<file path="src/hw/rtl/plvc_pkg.sv">
// ----------------------------------------------------------------------------
// plvc_pkg
// Shared types and constants of the pairwise linear vote classifier: field
// widths, function codes, register indexes and controller command types.
// ----------------------------------------------------------------------------
package plvc_pkg;

	// Default sizing
	localparam int MAX_CLASSES_DEF = 8;
	localparam int BANDS_DEF       = 4;

	// Fixed field widths
	localparam int FUNC_W       = 2;
	localparam int ENTRY_W      = 5;
	localparam int BANDSEL_W    = 2;
	localparam int COEF_W       = 25;
	localparam int COLOR_W      = 24;
	localparam int PIX_W        = 16;
	localparam int PIXEL_INPUTS = 4;
	localparam int OUT_W        = 3;
	localparam int CHAN_W       = 8;

	// Table entry widths
	localparam int NRM_W  = 24;
	localparam int MEAN_W = 24;

	// Configuration
	localparam int CNT_W       = 4;
	localparam int FACTOR_W    = 16;
	localparam int CFG_IDX_W   = 2;
	localparam int CFG_DATA_W  = 16;
	localparam logic [CNT_W-1:0]    CLASS_COUNT_RST = 4'd8;
	localparam logic [FACTOR_W-1:0] FACTOR_RST      = 16'd19595;

	// Register indexes
	localparam logic [CFG_IDX_W-1:0] CFG_CLASS_COUNT = 2'd0;
	localparam logic [CFG_IDX_W-1:0] CFG_THRESHOLD   = 2'd1;

	// Threshold compare: d is scaled by 2^FRAC_SHIFT, the mean projection is
	// split at SPLIT_W bits so each factor product stays narrow
	localparam int FRAC_SHIFT = 24;
	localparam int SPLIT_W    = 26;

	// Request function codes
	typedef enum logic [FUNC_W-1:0] {
		FUNC_CLASSIFY = 2'd0,
		FUNC_NORMAL   = 2'd1,
		FUNC_MEAN     = 2'd2,
		FUNC_COLOR    = 2'd3
	} func_t;

	// Controller states
	typedef enum logic [2:0] {
		ST_IDLE,
		ST_RUN,
		ST_DRAIN,
		ST_SCAN,
		ST_FINISH
	} state_t;

	// Commands from controller to datapath
	typedef struct packed {
		logic accept;
		logic issue;
		logic first_band;
		logic last_band;
		logic clear;
		logic scan;
		logic load_out;
	} ctrl_cmd_t;

	// Status from datapath to controller
	typedef struct packed {
		logic pipe_busy;
		logic out_free;
	} dp_status_t;

endpackage

</file>
<file path="src/hw/rtl/plvc_ctrl.sv">
// ----------------------------------------------------------------------------
// plvc_ctrl
// Sequencer of the classifier: takes requests, walks the class pairs and
// bands one coefficient per cycle, waits for the pipeline, scans the vote
// counters and hands the result to the output register.
// ----------------------------------------------------------------------------
module plvc_ctrl #(
	parameter int MAX_CLASSES = plvc_pkg::MAX_CLASSES_DEF,
	parameter int BANDS       = plvc_pkg::BANDS_DEF
) (
	input  logic                              clk,
	input  logic                              arst_n,
	input  logic                              in_valid,
	output logic                              in_stall,
	input  logic [plvc_pkg::FUNC_W-1:0]       func,
	input  logic [plvc_pkg::CNT_W-1:0]        class_count,
	input  plvc_pkg::dp_status_t              status,
	output plvc_pkg::ctrl_cmd_t               cmd,
	output logic [$clog2(MAX_CLASSES)-1:0]    cls_i,
	output logic [$clog2(MAX_CLASSES)-1:0]    cls_j,
	output logic [((BANDS > 1) ? $clog2(BANDS) : 1)-1:0] band,
	output logic [((MAX_CLASSES*(MAX_CLASSES-1)/2*BANDS > 1) ?
		$clog2(MAX_CLASSES*(MAX_CLASSES-1)/2*BANDS) : 1)-1:0] naddr,
	output logic [$clog2(MAX_CLASSES)-1:0]    scan_idx
);
	import plvc_pkg::*;

	localparam int CLS_W   = $clog2(MAX_CLASSES);
	localparam int KW      = $clog2(MAX_CLASSES + 1);
	localparam int BAND_W  = (BANDS > 1) ? $clog2(BANDS) : 1;
	localparam int NDEPTH  = MAX_CLASSES * (MAX_CLASSES - 1) / 2 * BANDS;
	localparam int NADDR_W = (NDEPTH > 1) ? $clog2(NDEPTH) : 1;

	state_t state_q, state_d;

	logic [KW-1:0]      k_q;
	logic [KW-1:0]      k_eff;
	logic [KW-1:0]      k_scan;
	logic [CLS_W-1:0]   ci_q, cj_q, sc_q;
	logic [BAND_W-1:0]  band_q;
	logic [NADDR_W-1:0] naddr_q;
	logic               accept;
	logic               is_classify;
	logic               band_last;
	logic               row_last;
	logic               pair_last;
	logic               scan_last;

	assign accept      = in_valid && !in_stall;
	assign is_classify = (func == FUNC_CLASSIFY);

	// Clamp the class count to the table size
	assign k_eff = (KW'(class_count) > KW'(MAX_CLASSES)) ? KW'(MAX_CLASSES)
		: KW'(class_count);
	assign k_scan = (k_q == '0) ? KW'(1) : k_q;

	assign band_last = (band_q == BAND_W'(BANDS - 1));
	assign row_last  = (KW'(cj_q) == k_q - KW'(1));
	assign pair_last = band_last && row_last && (KW'(ci_q) == k_q - KW'(2));
	assign scan_last = (KW'(sc_q) == k_scan - KW'(1));

	// Next state
	always_comb begin
		state_d = state_q;
		case (state_q)
			ST_IDLE: begin
				if (accept && is_classify) begin
					state_d = (k_eff >= KW'(2)) ? ST_RUN : ST_SCAN;
				end
			end
			ST_RUN: begin
				if (pair_last) begin
					state_d = ST_DRAIN;
				end
			end
			ST_DRAIN: begin
				if (!status.pipe_busy) begin
					state_d = ST_SCAN;
				end
			end
			ST_SCAN: begin
				if (scan_last) begin
					state_d = ST_FINISH;
				end
			end
			ST_FINISH: begin
				if (status.out_free) begin
					state_d = ST_IDLE;
				end
			end
			default: state_d = ST_IDLE;
		endcase
	end

	// Outputs
	always_comb begin
		in_stall       = (state_q != ST_IDLE);
		cmd.accept     = accept;
		cmd.clear      = accept && is_classify;
		cmd.issue      = (state_q == ST_RUN);
		cmd.first_band = (band_q == '0);
		cmd.last_band  = band_last;
		cmd.scan       = (state_q == ST_SCAN);
		cmd.load_out   = (state_q == ST_FINISH) && status.out_free;
	end

	assign cls_i    = ci_q;
	assign cls_j    = cj_q;
	assign band     = band_q;
	assign naddr    = naddr_q;
	assign scan_idx = sc_q;

	// State register
	always_ff @(posedge clk or negedge arst_n) begin
		if (!arst_n) begin
			state_q <= ST_IDLE;
		end else begin
			state_q <= state_d;
		end
	end

	// Pair, band and scan counters
	always_ff @(posedge clk or negedge arst_n) begin
		if (!arst_n) begin
			k_q     <= '0;
			ci_q    <= '0;
			cj_q    <= '0;
			band_q  <= '0;
			naddr_q <= '0;
			sc_q    <= '0;
		end else begin
			case (state_q)
				ST_IDLE: begin
					if (accept && is_classify) begin
						k_q     <= k_eff;
						ci_q    <= '0;
						cj_q    <= CLS_W'(1);
						band_q  <= '0;
						naddr_q <= '0;
						sc_q    <= '0;
					end
				end
				ST_RUN: begin
					naddr_q <= naddr_q + NADDR_W'(1);
					if (band_last) begin
						band_q <= '0;
						if (row_last) begin
							ci_q <= ci_q + CLS_W'(1);
							cj_q <= CLS_W'(KW'(ci_q) + KW'(2));
						end else begin
							cj_q <= cj_q + CLS_W'(1);
						end
					end else begin
						band_q <= band_q + BAND_W'(1);
					end
				end
				ST_SCAN: begin
					if (!scan_last) begin
						sc_q <= sc_q + CLS_W'(1);
					end
				end
				default: begin
				end
			endcase
		end
	end

endmodule

</file>
<file path="config.mk">
export PLATFORM = sky130hd
export DESIGN_NAME = plvc_ctrl
export DESIGN_NICKNAME = d
export VERILOG_FILES = /design/src/hw/rtl/plvc_pkg.sv /design/src/hw/rtl/plvc_ctrl.sv
export SDC_FILE = /design/constraint.sdc
export NUM_CORES = 1
export LEC_CHECK = 0
export ABC_AREA = 1
export BUFFER_PORTS_ARGS = -buffer_cell sky130_fd_sc_hd__clkbuf_2
export CAP_MARGIN = 20
export CORE_UTILIZATION = 59
export DETAILED_ROUTE_END_ITERATION = 10
export PLACE_DENSITY_LB_ADDON = 0.1
export SLEW_MARGIN = 20
export SYNTH_ARGS = -nofsm -noshare
export SYNTH_HDL_FRONTEND = slang
export SYNTH_SLANG_ARGS = --single-unit
export TNS_END_PERCENT = 50
</file>
<file path="constraint.sdc">
create_clock -name clk -period 4.5 [get_ports clk]
set_input_delay 0.45 -clock clk [delete_from_list [all_inputs] [get_ports clk]]
set_output_delay 0.45 -clock clk [all_outputs]
set_load 0.005 [all_outputs]
</file>
# == Word level (Yosys, flattened, before mapping) ==
# Index checks and enable logic that the tools add are counted.
# totals
reg_bits,25
latch_bits,0
ramBits,0
rom_bits,0
input_bits,11
output_inout_bits,26
wordCells,77
n_memories,0
# op_classes
n_addsub,9
multipliers,0
div_mod_pow,0
order_cmp,2
eq_ne,16
shift,0
muxes,24
n_bitwise,0
n_reduce_logical,19
# op_table
operator,count
$mux 3,12
$pmux 3 s2,3
$pmux 3 s5,1
$pmux 7 s2,1
$eq 3x4->1,3
$add 3x1->3 const B,3
$mux 4,2
$ne 2x1->1 const B,4
$ne 2x2->1 const B,4
$sub 4x1->4 const B,2
$add 7x1->7 const B,1
$mux 7,1
$eq 3x2->1 const B,2
$mux 2,3
$reduce_and 3->1,2
$logic_and 1x1->1,5
$reduce_and 5->1,1
$ge 4x2->1 const B,1
$gt 4x4->1 const B,1
$logic_not 2->1,2
$logic_not 4->1,1
$pmux 2 s2,1
$reduce_and 2->1,2
$reduce_and 4->1,1
other kinds (10),11

# == Logic depth before layout (Yosys ltp) ==
# Gate-level depths: netlist of the first run.
# depth
word_depth,6
mapped_depth,16
ltp_nobuf,16

# == Worst setup path before layout of the first run ==
# Ideal clock, no wire load.
# synth_timing
path_kind,register -> register
from,register k_q[0]
to,register state_q[1]
setup_time_ns,0.118
t_arrival_ns,1.874
required_time_ns,4.382
slack_ns,2.508
path_stages_with_launch,14
path_buffers,0
synth_period_minus_slack_ns,1.992
path_cell_list,dfrtp_1 > inv_1 > ha_1 > nand3_1 > nand2_1 > inv_1 > ha_1 > xnor2_1 > nor2_1 > nand3_1 > nand2_1 > inv_1 > nor2_1 > nand2_1
# synth_between
elab_chain_len,6
word_cells_on_any_way,13
cone_classes,add/sub: 3; eq/ne: 5; mux: 1; reduce/logical: 4
# synth_rtl
item,line,rtl
start: declaration,plvc_ctrl.sv:36,logic [KW-1:0] k_q;
start signal: assignment,plvc_ctrl.sv:135,k_q <= k_eff;
$logic_not 4->1 / $sub 4x1->4 (equally long branches),"plvc_ctrl.sv:55, plvc_ctrl.sv:58",
$mux 4 / $eq 3x4->1 (equally long branches),"plvc_ctrl.sv:55, plvc_ctrl.sv:58",
$sub 4x1->4 / $logic_and 1x1->1 (equally long branches),"plvc_ctrl.sv:60, plvc_ctrl.sv:59",
$eq 3x4->1 / $logic_and 1x1->1 (equally long branches),"plvc_ctrl.sv:60, plvc_ctrl.sv:59",
$ne 2x1->1 (no source line),--,
$reduce_and 5->1 (no source line) (*),--,
end signal: assignment,plvc_ctrl.sv:118,state_q <= state_d;
end: declaration,plvc_ctrl.sv:34,"state_t state_q, state_d;"
# Every way passes the cells marked *; elsewhere a longest branch is shown, timed or not.
# A chain may end at the register's enable or synchronous reset.

# == Worst setup path in the final report of the first run ==
# layout_timing
from,register k_q[0]
to,register sc_q[2] (netlist: scan_idx[2])
# layout_between
elab_chain_len,6
# layout_rtl
item,line,rtl
$logic_not 4->1,plvc_ctrl.sv:55,assign k_scan = (k_q == '0) ? KW'(1) : k_q;
$mux 4 (*),plvc_ctrl.sv:55,
$sub 4x1->4 (*),plvc_ctrl.sv:60,assign scan_last = (KW'(sc_q) == k_scan - KW'(1));
$eq 3x4->1 (*),plvc_ctrl.sv:60,
$ne 2x2->1 (no source line) (*),--,
$reduce_and 3->1 (no source line) (*),--,
end signal: assignment,plvc_ctrl.sv:159,sc_q <= sc_q + CLS_W'(1);
end: declaration,plvc_ctrl.sv:39,"logic [CLS_W-1:0] ci_q, cj_q, sc_q;"
# Marks and branches as above.

==> results of run 1 <==
==> layout by cell type (no fill, tap or decap), types with 3 or more instances in the layout <==
| master | count |
|---|---|
| nand4_1 | 4 |
| inv_1 | 34 |
| clkbuf_4 | 3 |
| nand2_4 | 4 |
| inv_2 | 3 |
| xor2_1 | 4 |
| xnor2_1 | 5 |
| nor2_1 | 17 |
| ha_1 | 11 |
| a21oi_1 | 3 |
| clkbuf_2 | 36 |
| nand3_1 | 18 |
| nor2_4 | 4 |
| o21ai_0 | 10 |
| inv_6 | 3 |
| nand2_2 | 3 |
| nand2_1 | 70 |
| dfrtp_1 | 25 |
==> cell usage after synthesis <==
cell type / number
o21ai_2: 1
nand3_4: 2
nor2_1: 17
inv_6: 3
nor4_1: 1
xnor2_1: 5
xor2_1: 4
nand2_1: 70
a21oi_1: 3
nand2_4: 4
buf_4: 2
dfrtp_1: 25
inv_1: 34
ha_1: 11
buf_6: 1
mux2i_1: 2
o21bai_4: 1
nand3_1: 18
o21ai_0: 10
a22oi_1: 1
nor2_4: 4
o22ai_1: 2
nand4_1: 4
o21ai_4: 1
nand3_2: 1
a22o_1: 1
inv_2: 3
nor2_2: 2
nor2_8: 1
o31ai_1: 1
or2_2: 1
nand2_2: 3
==> worst max path at each step <==
stage	endpoint	slack (ns)
after detailed placement	state_q[1]	2.30
after floorplan	state_q[1]	2.51
after CTS	state_q[1]	2.26
after global routing	state_q[1]	1.98
final	scan_idx[2]	2.26
after global placement	state_q[1]	2.41
==> layout make-up <==
type,instances,area [sq um]
clock buffers,4,26.3
fillers,252,795
inverters,40,165
multi-input cells,171,1020
flip-flops and latches,25,626
well taps,31,38.8
repair buffers,36,180
==> worst reg2reg max path: stages (launching register included) <==
cell and delay [ns]:
dfrtp_1 0.46, inv_1 0.20, ha_1 0.22, nand3_1 0.12, nand2_1 0.10, inv_1 0.05
ha_1 0.21, inv_1 0.07, nand2_1 0.05, nand3_1 0.07, nand2_1 0.05, nor2_1 0.12
nand4_1 0.19, nand3_1 0.17, nand2_1 0.07, nand2_1 0.06
==> layer usage <==
metal  share of wire, %  up-vias  GRT usage (%)
li1                   -      825              -
met5                  0        -              0
met4                1.2        0           9.18
met3                4.6        4           2.68
met2                 47       43           41.2
met1                 47      728           34.6
==> through the flow <==
stage,hold slack [ns],setup slack (ns)
2_1_floorplan,0.154,2.51
3_3_place_gp,0.461,2.41
3_5_place_dp,0.473,2.30
4_1_cts,0.127,2.26
5_1_grt,0.154,1.98
6_report,0.116,2.26
==> state kept, by name, indices dropped and copies added (netlist names) <==
| signal | cells |
|---|---|
| scan_idx | 3 |
| state_q | 3 |
| cls_i | 3 |
| band | 2 |
| cls_j | 3 |
| k_q | 4 |
| naddr | 7 |
==> cells by family after synthesis <==
group | after synthesis | share of synthesized area, %
AOI/OAI and AO/OA | 21 | 7.89
and+or+nand+nor | 128 | 34.8
muxes | 2 | 1.09
adders and majority gates | 11 | 7.48
xor gates and xnor gates | 9 | 4.29
DFF | 25 | 34.0
buffers and inverters | 43 | 10.4
==> report_power, final <==
group	switching (mW)	total, mW	internal [mW]
registers	0.109	0.416	0.307
clock network	0.0711	0.106	0.0348
logic	0.543	0.913	0.370
==> impl_metrics.tcl, run 1 <==
set metrics [dict create \
    crit_path_start "k_q[0]" \
    cp_common_cell "nand2_1" \
    wl_per_cell_um 12.0 \
    portBuffers 36 \
    cp_cell_sequence "inv_1 > ha_1 > nand3_1 > nand2_1 > inv_1 > ha_1 > inv_1 > nand2_1 > nand3_1 > nand2_1 > nor2_1 > nand4_1 > nand3_1 > nand2_1 > nand2_1" \
    grt_pass1_vias 1474 \
    final_util_pct 72.1 \
    num_rows 19 \
    first_pass_iters 7 \
    fin_worst_skew_ns 0.00138 \
    r2r_end "scan_idx[2]" \
    grt_pass1_wl_mm 6.44 \
    tritoncts "done" \
    path_clk_slew_ns 0.14 \
    synth_area_sq_um 1840 \
    synth_area_leaders "dfrtp_1 (34%), nand2_1 (14%), ha_1 (7.5%)" \
    synth_top_area_share_pct 34.0 \
    rsz0062_at_grt "false" \
    dp_hpwl_mm 2.84 \
    hp-class "input pin to async pin" \
    clock_sinks 25 \
    rrSetupSlack_ns 2.26 \
    fin_setup_tns_ns 0 \
    synth.distinct_cells 32 \
    synth_nets 261 \
    arrival_ns 2.52 \
    ys_seq_area_share_pct 34.0 \
    insertion_delay_ns 0.33 \
    r2r_start "k_q[0]" \
    hold_violations 0 \
    cts_buffers 3 \
    layoutNonFillerInstCount 307 \
    dp_cells 303 \
    antenna_found_initial 0 \
    status "finished, violations left" \
    place_area_sq_um 2030 \
    yosys.area.top_type "dfrtp_1" \
    worst-path-max-fanout 7 \
    clock-root-buffer "clkbuf_4" \
    crit_path_start_kind "register" \
    power.density_nw_per_um2 697 \
    setup_viol 0 \
    tightest_slew_ns 0.646 \
    violations "DRC" \
    drt_wl_total_mm 3.68 \
    crit_buf_inv 3 \
    gp_congestion 0.865 \
    crit_type "register to register" \
    layout-drive-gt1-share_pct 23.9 \
    p_leak_nw 1.18 \
    yosys_warnings 0 \
    cts_resized 0 \
    critPathSlowestCell "dfrtp_1" \
    drt_iter0_drc 48 \
    total_power_mw 1.44 \
    synthCells 239 \
    fmax_ghz 0.446 \
    r2r_cells 15 \
    core_region_area_sq_um 2850 \
    cp-end-kind "register" \
    vias 1600 \
    h-tree-depth 1 \
    grt_remaining_overflow 0 \
    cap_violations 0 \
    finalCritPeriodShare_pct 49.9 \
    areaGrowthSynthToFinish_pct 11.9 \
    viasPerCell 5.21 \
    ios 37 \
    ant_nets 0 \
    grt_max_degree 26 \
    worst_ir_drop_vdd_mv 0.349 \
    drc_errors 2 \
    cts_hold_repair.buffers 0 \
    fp.dieW_um 57.8 \
    max_stage_delay_ns 0.46 \
    diodes 0 \
    post_cts.repair.setup_buffers 0 \
    initial_core_util_pct 64.5 \
    design_area_sq_um 2060 \
    die-area_sq_um 3340 \
    cts_buffer_depth 2 \
    ys_ff_latch 25 \
    die_y_um 57.8 \
    cp.depth 15 \
    track_usage_pct 25.2 \
    slew_headroom_pct 56.9 \
    cpLargestDelayFamily "simple AND/OR/NAND/NOR gates" \
    maxSlewViolCount 0 \
    syn_area_per_cell_sq_um 7.70 \
    period_minus_slack_ns 2.24 \
    nNetsFinal 299 \
    critPathRequiredTime_ns 4.78 \
]
(Power assumes the default switching activity.)
==> inputs of run 2 (changes only) <==
--- a/config.mk
+++ b/config.mk
@@ -8,7 +8,7 @@
 export ABC_AREA = 1
 export BUFFER_PORTS_ARGS = -buffer_cell sky130_fd_sc_hd__clkbuf_2
 export CAP_MARGIN = 20
-export CORE_UTILIZATION = 59
+export CORE_UTILIZATION = 55
 export DETAILED_ROUTE_END_ITERATION = 10
 export PLACE_DENSITY_LB_ADDON = 0.1
 export SLEW_MARGIN = 20
==> constraint.sdc (replaced) <==
create_clock -name clk -period 2.1 [get_ports clk]
set_input_delay 0.21 -clock clk [delete_from_list [all_inputs] [get_ports clk]]
set_output_delay 0.21 -clock clk [all_outputs]
set_load 0.005 [all_outputs]
==> run 2 against run 1 <==
The run now ends clean. Wire length increased by 7.8%. Clock-buffer cell count unchanged. Power increased by 130%. Critical path type unchanged. Largest cell class unchanged.
==> impl_metrics.tcl, run 2 (same netlist as run 1, synthesis figures left out) <==
set metrics [dict create \
    status "complete, no violations" \
    fillers 287 \
    final_util_pct 70.6 \
    insertion_delay_ns 0.32 \
    gp_congestion 0.930 \
    viasPerCell 4.97 \
    grt_pass1_wl_mm 6.35 \
    fin_setup_tns_ns 0 \
    critPathRequiredTime_ns 2.32 \
    cpLargestDelayFamily "simple AND/OR/NAND/NOR gates" \
    diodes 0 \
    clock_sinks 25 \
    intPower_mw 1.67 \
    switching_share_pct 50.1 \
    first_pass_iters 4 \
    largest_reg_flops 7 \
    drc_errors 0 \
    rrSetupSlack_ns 0.09 \
    comb_power_share_pct 67.0 \
    r2r_start "k_q[1]" \
    multiInputGateArea_sq_um 1060 \
    arrival_ns 2.23 \
    min_from "class_count[0]" \
    r2r_cells 13 \
    drt_wl_total_mm 3.97 \
    dp_hpwl_mm 2.89 \
    min_to "k_q[0]" \
    vias 1641 \
    grt_max_degree 26 \
    setup_viol 0 \
    clock-root-buffer "clkbuf_4" \
    antenna_found_initial 0 \
    grt_remaining_overflow 0 \
    crit_buf_inv 4 \
    crit_type "register to register" \
    ios 37 \
    fin_worst_skew_ns 0.00181 \
    cap_violations 0 \
    nNetsFinal 309 \
    power.density_nw_per_um2 1520 \
    portBuffers 36 \
    finalCritPeriodShare_pct 95.5 \
    slew_headroom_pct 56.2 \
    fp.dieW_um 59.8 \
    layout-drive-gt1-share_pct 30.1 \
    cts_buffers 3 \
    die-area_sq_um 3580 \
    hold_violations 0 \
    num_rows 20 \
    initial_core_util_pct 59.3 \
    critPathSlowestCell "dfrtp_1" \
    ant_nets 0 \
    clockPowerShare_pct 6.8 \
    r2r_end "state_q[0]" \
    p_switching_mw 1.67 \
    p_leak_nw 1.23 \
    worst_ir_drop_vdd_mv 0.819 \
    cp_cell_sequence "inv_2 > buf_4 > buf_4 > ha_1 > inv_1 > nand2_1 > nand2_1 > nor2_1 > nand3_4 > o21ai_4 > nand3_1 > nand2_1 > nand2_1" \
    fmax_ghz 0.499 \
    hp-class "input pin to register" \
    period_minus_slack_ns 2.01 \
    path_clk_slew_ns 0.15 \
    design_area_sq_um 2190 \
    worst-path-max-fanout 6 \
    cp_common_cell "nand2_1" \
    crit_path_start_kind "register" \
    h-tree-depth 1 \
    pwr-share-seq_pct 26.2 \
    tritoncts "done" \
    core_region_area_sq_um 3100 \
    layout_common_cells "nand2_1 (68), clkbuf_2 (36), inv_1 (30), dfrtp_1 (25)" \
    max_stage_delay_ns 0.43 \
    wl_per_cell_um 12.0 \
    final_common_cell "nand2_1" \
    place_area_sq_um 2080 \
    cp-end-kind "register" \
    rsz0062_at_grt "true" \
    areaGrowthSynthToFinish_pct 19.2 \
    cts_buffer_depth 2 \
    total_power_mw 3.34 \
    whs_path_depth 3 \
    regArea_sq_um 626 \
    drt_iter0_drc 70 \
    grt_pass1_vias 1433 \
    die_y_um 59.8 \
    maxSlewViolCount 0 \
    tightest_slew_ns 0.657 \
    track_usage_pct 23.6 \
]
[run 2: through the flow]
step	hold WS, ns	std cells	setup WS (ns)
2_1_floorplan	-0.0856	239	0.108
3_3_place_gp	0.264	320	0.168
3_5_place_dp	0.266	320	0.0131
4_1_cts	0.0974	325	0.00000244
5_1_grt	0.0956	330	-0.0608
6_report	0.0995	330	0.0950
[run 2: how the worst max path moves through the flow]
stage	from	to	slack, ns	cells past startpoint
global placement	k_q[1]	state_q[1]	0.17	16
finish	k_q[1]	state_q[0]	0.09	13
floorplan	k_q[0]	state_q[1]	0.11	13
CTS	k_q[1]	state_q[1]	0.000002	16
detailed placement	k_q[1]	state_q[1]	0.01	16
global route	k_q[1]	state_q[0]	-0.06	13
[run 2: timing repair]
item,in CTS,in global routing
gates resized for setup,0,13
hold buffers,1,0
buffers inserted,0,5
setup endpoints to repair,0,6
endpoints found under the hold margin,25,0
[run 2: layout make-up]
class                           instances  share of cell area (%)
Sequential cell                        25                    28.5
Clock buffer                            4                    1.20
Tap cell                               44                    2.51
Timing Repair Buffer                   46                    11.8
Multi-Input combinational cell        171                    48.5
Inverter                               40                    7.53
[run 2: tightest hold or removal path, stage by stage]
cell and delay (ns):
clkbuf_2 0.08, nand2_1 0.05, o21ai_0 0.06
[run 2: routing by layer]
metal / track usage [%] / wire (um) / up-vias
li1: - / - / 852
met1: 31.6 / 1830 / 748
met3: 2.81 / 153 / 4
met2: 39.5 / 1950 / 37
met4: 7.31 / 34 / 0
met5: 0 / 0 / -
[run 2: power by group through the flow]
stage                     Sequential, mW  Combinational, mW  Clock, mW
after floorplan                    0.864               1.56          0
after global placement             0.876               2.00          0
after detailed placement           0.882               2.05          0
after CTS                          0.872               2.06      0.233
after global routing               0.903               2.53      0.255
final                              0.874               2.24      0.226
